`config.mk`:
```
export PLATFORM = sky130hd
export DESIGN_NAME = dtq_cell
export DESIGN_NICKNAME = d
export VERILOG_FILES = /design/src/rtl/core/dtq_pkg.sv /design/src/rtl/core/dtq_cell.sv
export SDC_FILE = /design/constraint.sdc
export NUM_CORES = 1
export LEC_CHECK = 0
export BUFFER_PORTS_ARGS = -buffer_cell sky130_fd_sc_hd__buf_2
export CORE_AREA = 2 2 202 204
export CTS_CLUSTER_SIZE = 28
export DETAILED_ROUTE_END_ITERATION = 6
export DIE_AREA = 0 0 204 206
export GPL_ROUTABILITY_DRIVEN = 0
export PLACE_DENSITY = 0.5
export REMOVE_ABC_BUFFERS = 1
export SETUP_SLACK_MARGIN = 0.15
export SLEW_MARGIN = 20
export SYNTH_ARGS = -nofsm -noshare
export SYNTH_HDL_FRONTEND = slang
export SYNTH_SLANG_ARGS = --single-unit
```
`constraint.sdc`:
```
create_clock -name clk -period 10.5 [get_ports clk]
set_clock_uncertainty 0.15 [all_clocks]
set_input_delay 1.05 -clock clk [delete_from_list [all_inputs] [get_ports clk]]
set_output_delay 1.05 -clock clk [all_outputs]
set_load 0.01 [all_outputs]
```
`src/rtl/core/dtq_pkg.sv`:
```
// Shared types, codes and helpers of the deadline timer queue.
package dtq_pkg;

	localparam int DEFAULT_HEAP_DEPTH = 32;
	localparam int MAX_POPS           = 32;
	localparam int POP_CNT_W          = 6;

	typedef enum logic [1:0] {
		OP_SCHEDULE = 2'd0,
		OP_CANCEL   = 2'd1,
		OP_TICK     = 2'd2,
		OP_NONE     = 2'd3
	} op_t;

	typedef enum logic [2:0] {
		KIND_SCHED_ACK  = 3'd0,
		KIND_CANCEL_ACK = 3'd1,
		KIND_FIRED      = 3'd2,
		KIND_SKIPPED    = 3'd3,
		KIND_IDLE_TICK  = 3'd4
	} kind_t;

	typedef enum logic [1:0] {
		STAT_OK        = 2'd0,
		STAT_FULL      = 2'd1,
		STAT_NOT_FOUND = 2'd2
	} status_t;

	typedef enum logic [3:0] {
		ST_IDLE,
		ST_UP,
		ST_SCAN,
		ST_POP,
		ST_MET,
		ST_MOVE,
		ST_DOWN,
		ST_REINS,
		ST_EMIT
	} state_t;

	typedef enum logic [2:0] {
		CO_NONE,
		CO_LOAD,
		CO_UP,
		CO_DOWN,
		CO_CANCEL
	} cell_op_t;

	typedef struct packed {
		logic [47:0] deadline;
		logic [15:0] entry_id;
		logic [31:0] period;
		logic        repeats;
		logic        cancelled;
	} entry_t;

	// Swap decision of the cursor cell
	typedef struct packed {
		logic up;
		logic left;
		logic right;
	} dir_t;

	typedef struct packed {
		cell_op_t op;
		dir_t     dir;
	} cell_ctrl_t;

	function automatic logic [47:0] add_sat48(input logic [47:0] a, input logic [47:0] b);
		logic [48:0] s;
		s = {1'b0, a} + {1'b0, b};
		return s[48] ? {48{1'b1}} : s[47:0];
	endfunction

endpackage

```
`src/rtl/core/dtq_cell.sv`:
```
// One heap slot: holds an entry and swaps it with its parent or a child.
module dtq_cell #(
	parameter int K          = 0,
	parameter int HEAP_DEPTH = dtq_pkg::DEFAULT_HEAP_DEPTH,
	parameter int IW         = $clog2(HEAP_DEPTH),
	parameter int CW         = $clog2(HEAP_DEPTH + 1)
) (
	input  logic               clk,
	input  dtq_pkg::cell_ctrl_t ctrl,
	input  logic [IW-1:0]      cur,
	input  logic [CW-1:0]      cnt,
	input  dtq_pkg::entry_t    din,
	input  dtq_pkg::entry_t    par,
	input  dtq_pkg::entry_t    lch,
	input  dtq_pkg::entry_t    rch,
	output dtq_pkg::entry_t    q,
	output dtq_pkg::dir_t      dec
);
	import dtq_pkg::*;

	localparam int  L     = 2 * K + 1;
	localparam int  R     = 2 * K + 2;
	localparam bit  HAS_P = (K > 0);
	localparam bit  HAS_L = (L < HEAP_DEPTH);
	localparam bit  HAS_R = (R < HEAP_DEPTH);
	localparam int  PK    = (K > 0) ? (K - 1) / 2 : 0;
	localparam bit  IS_L  = (K % 2) == 1;

	entry_t q_q;
	logic   is_cur;
	logic   lv;
	logic   rv;

	assign is_cur = (cur == IW'(K));

	always_comb begin
		lv = HAS_L && (cnt > CW'(L)) && (lch.deadline < q_q.deadline);
		rv = HAS_R && (cnt > CW'(R)) &&
			(rch.deadline < (lv ? lch.deadline : q_q.deadline));
		dec.up    = is_cur && (ctrl.op == CO_UP) && HAS_P && (q_q.deadline < par.deadline);
		dec.right = is_cur && (ctrl.op == CO_DOWN) && rv;
		dec.left  = is_cur && (ctrl.op == CO_DOWN) && lv && !rv;
	end

	always_ff @(posedge clk) begin
		unique case (ctrl.op)
			CO_LOAD: begin
				if (is_cur) q_q <= din;
			end
			CO_CANCEL: begin
				if (is_cur) q_q.cancelled <= 1'b1;
			end
			CO_UP: begin
				if (dec.up) q_q <= par;
				else if (HAS_L && cur == IW'(L) && ctrl.dir.up) q_q <= lch;
				else if (HAS_R && cur == IW'(R) && ctrl.dir.up) q_q <= rch;
			end
			CO_DOWN: begin
				if (dec.left) q_q <= lch;
				else if (dec.right) q_q <= rch;
				else if (HAS_P && cur == IW'(PK) && IS_L && ctrl.dir.left) q_q <= par;
				else if (HAS_P && cur == IW'(PK) && !IS_L && ctrl.dir.right) q_q <= par;
			end
			default: begin
			end
		endcase
	end

	assign q = q_q;

endmodule

```
==> out/results.ini <==
[cts]
h-tree-depth = 3
hold_buffers = 0
root_buffer = clkbuf_16
cts_resized = 0
cts_tree = built
clkTransAtPathRegs_ns = 0.09
cts_buffers = 9
clk_latency_ns = 0.38
cts_sinks = 98
cts.path.max_buffers = 2
cts_setup_buffers = 0

[setup_path]
cp_max_fo = 15
r2r-end = q[41]$_DFFE_PP_
crit_type = input pin to output port
cp.arrival_ns = 6.62
required_ns = 9.30
setup.worst_path.end = dec[1]
startpoint = lch[88]
critPathCaptureType = output port
regToRegStartpoint = q[88]$_DFFE_PP_
critPathLaunchType = input pin
reg2reg_slack_ns = 3.54
r2r_cells = 18

[drt]
ant_nets = 0
viasPerCell = 4.91
dr.pass1.iters = 4
dr.first_iter.drc_count = 292
routed-via-count = 9001
wl_per_cell_um = 19.5
drc = 0
drt_wl_total_um = 35700

[final_layout]
synthToLayoutAreaGrowth_pct = 31.4
nets = 1799
fillerInstances = 4329
fin_util = 0.304
drive_gt1_frac = 0.345
largest_reg_flops = 98

[grt]
grt_use_total = 0.166
grt_max_degree = 65
grt_pass1_vias = 9047
overflow = 0
antenna_found_initial = 4
grt_pass1_wl_um = 52900

[yosys]
yosysTopAreaCellShare = 0.317
synth_seq_cells = 98
synth.most_common_cell = mux2i_1
synth_cells = 922
yosysTopAreaCell = edfxtp_1
synth_area_leaders = edfxtp_1 32%, mux2i_1 26%, ha_1 13%, o221ai_1 9.1%, nand2_1 4.9%
synth_ff_type = edfxtp_1
syn_area_sq_mm = 0.00929
yosys_warnings = 0
synth_edf_count = 98
synth_cell_types = 47
synthTopCellsByCount = 243 x mux2i_1, 120 x nand2_1, 98 x edfxtp_1, 97 x o221ai_1, 94 x ha_1
async_reset_ff_frac = 0
synth.avg_cell_area_sq_um = 10.1
yosysSeqAreaShare = 0.317

[die]
rows = 74
die_area_sq_mm = 0.0420
die_height_um = 206
core_sq_mm = 0.0402
start_util = 0.231
die-width_um = 204
num_io_pins = 511

[sta]
finalWorstSetupSlack_ns = 2.68
fin_crit_sh = 0.745
rsz0062_at_grt = no
whs_ns = 0.794
worst_pin_slew_ns = 1.09
max_freq_mhz = 128
fin_crit_ns = 7.82
relSlewSlack = 0.276
drv_slew = 0
setup_violations = 0
final-hold-violation-count = 0

[pwr]
p_per_area_mw_per_mm2 = 86.2
p_leak_nw = 5.17
ir_worst_vdd_mv = 0.0742

[placed_design]
pre_cts_slack_ns = 2.39
port_buffers = 409
hpwlAfterDp_um = 26400

[hold_path]
hold_class = input pin to flop
holdPathStages = 3

[job]
max_cap_violations = 0

[run_status]
outcome = completed

==> cell type report <==
class,instances,area [sq um],area share
Antenna cell,3,7.51,0.000615
Clock buffer,10,229,0.0188
Clock inverter,6,50.0,0.00410
Inverter,51,191,0.0157
Multi-Input combinational cell,713,5930,0.486
Sequential cell,98,2940,0.241
Tap cell,532,666,0.0546
Timing Repair Buffer,422,2180,0.179
==> how the worst min path moves through the flow <==
stage / endpoint / startpoint / slack [ns]
floorplan: q[10]$_DFFE_PP_ / din[10] / 1.09
global placement: q[26]$_DFFE_PP_ / din[26] / 1.18
detailed placement: q[84]$_DFFE_PP_ / din[84] / 1.18
CTS: q[68]$_DFFE_PP_ / din[68] / 0.76
global route: q[84]$_DFFE_PP_ / din[84] / 0.78
finish: q[59]$_DFFE_PP_ / din[59] / 0.79
==> worst max-delay path, cell delays in order <==
cell and delay [ns]:
buf_2 0.13, ha_1 0.32, nand4_1 0.13, nor3_1 0.55
nand3_1 0.19, a211oi_1 0.35, or4_1 0.89, mux2i_1 0.18
ha_1 0.35, nand3_1 0.13, nor3_1 0.46, nand3_1 0.19
or3_1 0.40, a21o_1 0.20, a311oi_4 0.79, buf_2 0.28
==> layout by cell type, fill, tap and decap left out, types with 10 or more instances in the layout <==
| cell | netlist | final |
|---|---|---|
| buf_4 | 10 | 10 |
| edfxtp_1 | 98 | 98 |
| inv_1 | 51 | 51 |
| nor2_1 | 12 | 12 |
| buf_2 | 2 | 409 |
| nor3_1 | 11 | 10 |
| nand3_1 | 17 | 17 |
| mux2i_1 | 243 | 243 |
| o21ai_0 | 16 | 16 |
| a21o_1 | 10 | 10 |
| nand2_1 | 120 | 118 |
| ha_1 | 94 | 94 |
| a21oi_1 | 28 | 28 |
| nand4_1 | 11 | 11 |
| o221ai_1 | 97 | 97 |
==> layer usage <==
metal | part of all wire | vias up | global-route usage
met5 | 0.00036 | - | 0
met4 | 0.014 | 2 | 0.0518
met3 | 0.062 | 26 | 0.0339
met2 | 0.47 | 296 | 0.279
met1 | 0.45 | 4318 | 0.213
li1 | - | 4359 | -
==> kinds of logic after synthesis <==
family | synth area share
compound gates | 0.149
other cells | 0.000404
simple gates | 0.0928
mux | 0.262
buf+inv | 0.0512
flops | 0.317
fa+ha+maj | 0.127
xor+xnor | 0.000943
==> report_power, final <==
part / total, mW / switching (mW) / internal (mW)
combinational: 0.263 / 0.141 / 0.121
clock: 0.351 / 0.187 / 0.164
sequential: 0.438 / 0.00104 / 0.437
==> per-stage QoR <==
stage / cells / TNS (ns) / total power [mW] / cell area (sq um)
after floorplan: 862 / -963.70 / 0.590 / 9000
after global placement: 1816 / 0 / 0.707 / 11900
after detailed placement: 1816 / 0 / 0.713 / 11900
after CTS: 1832 / 0 / 1.08 / 12200
after global routing: 1834 / 0 / 1.12 / 12200
final: 1835 / 0 / 1.05 / 12200
Note: power is estimated with default switching activity, not from simulation.
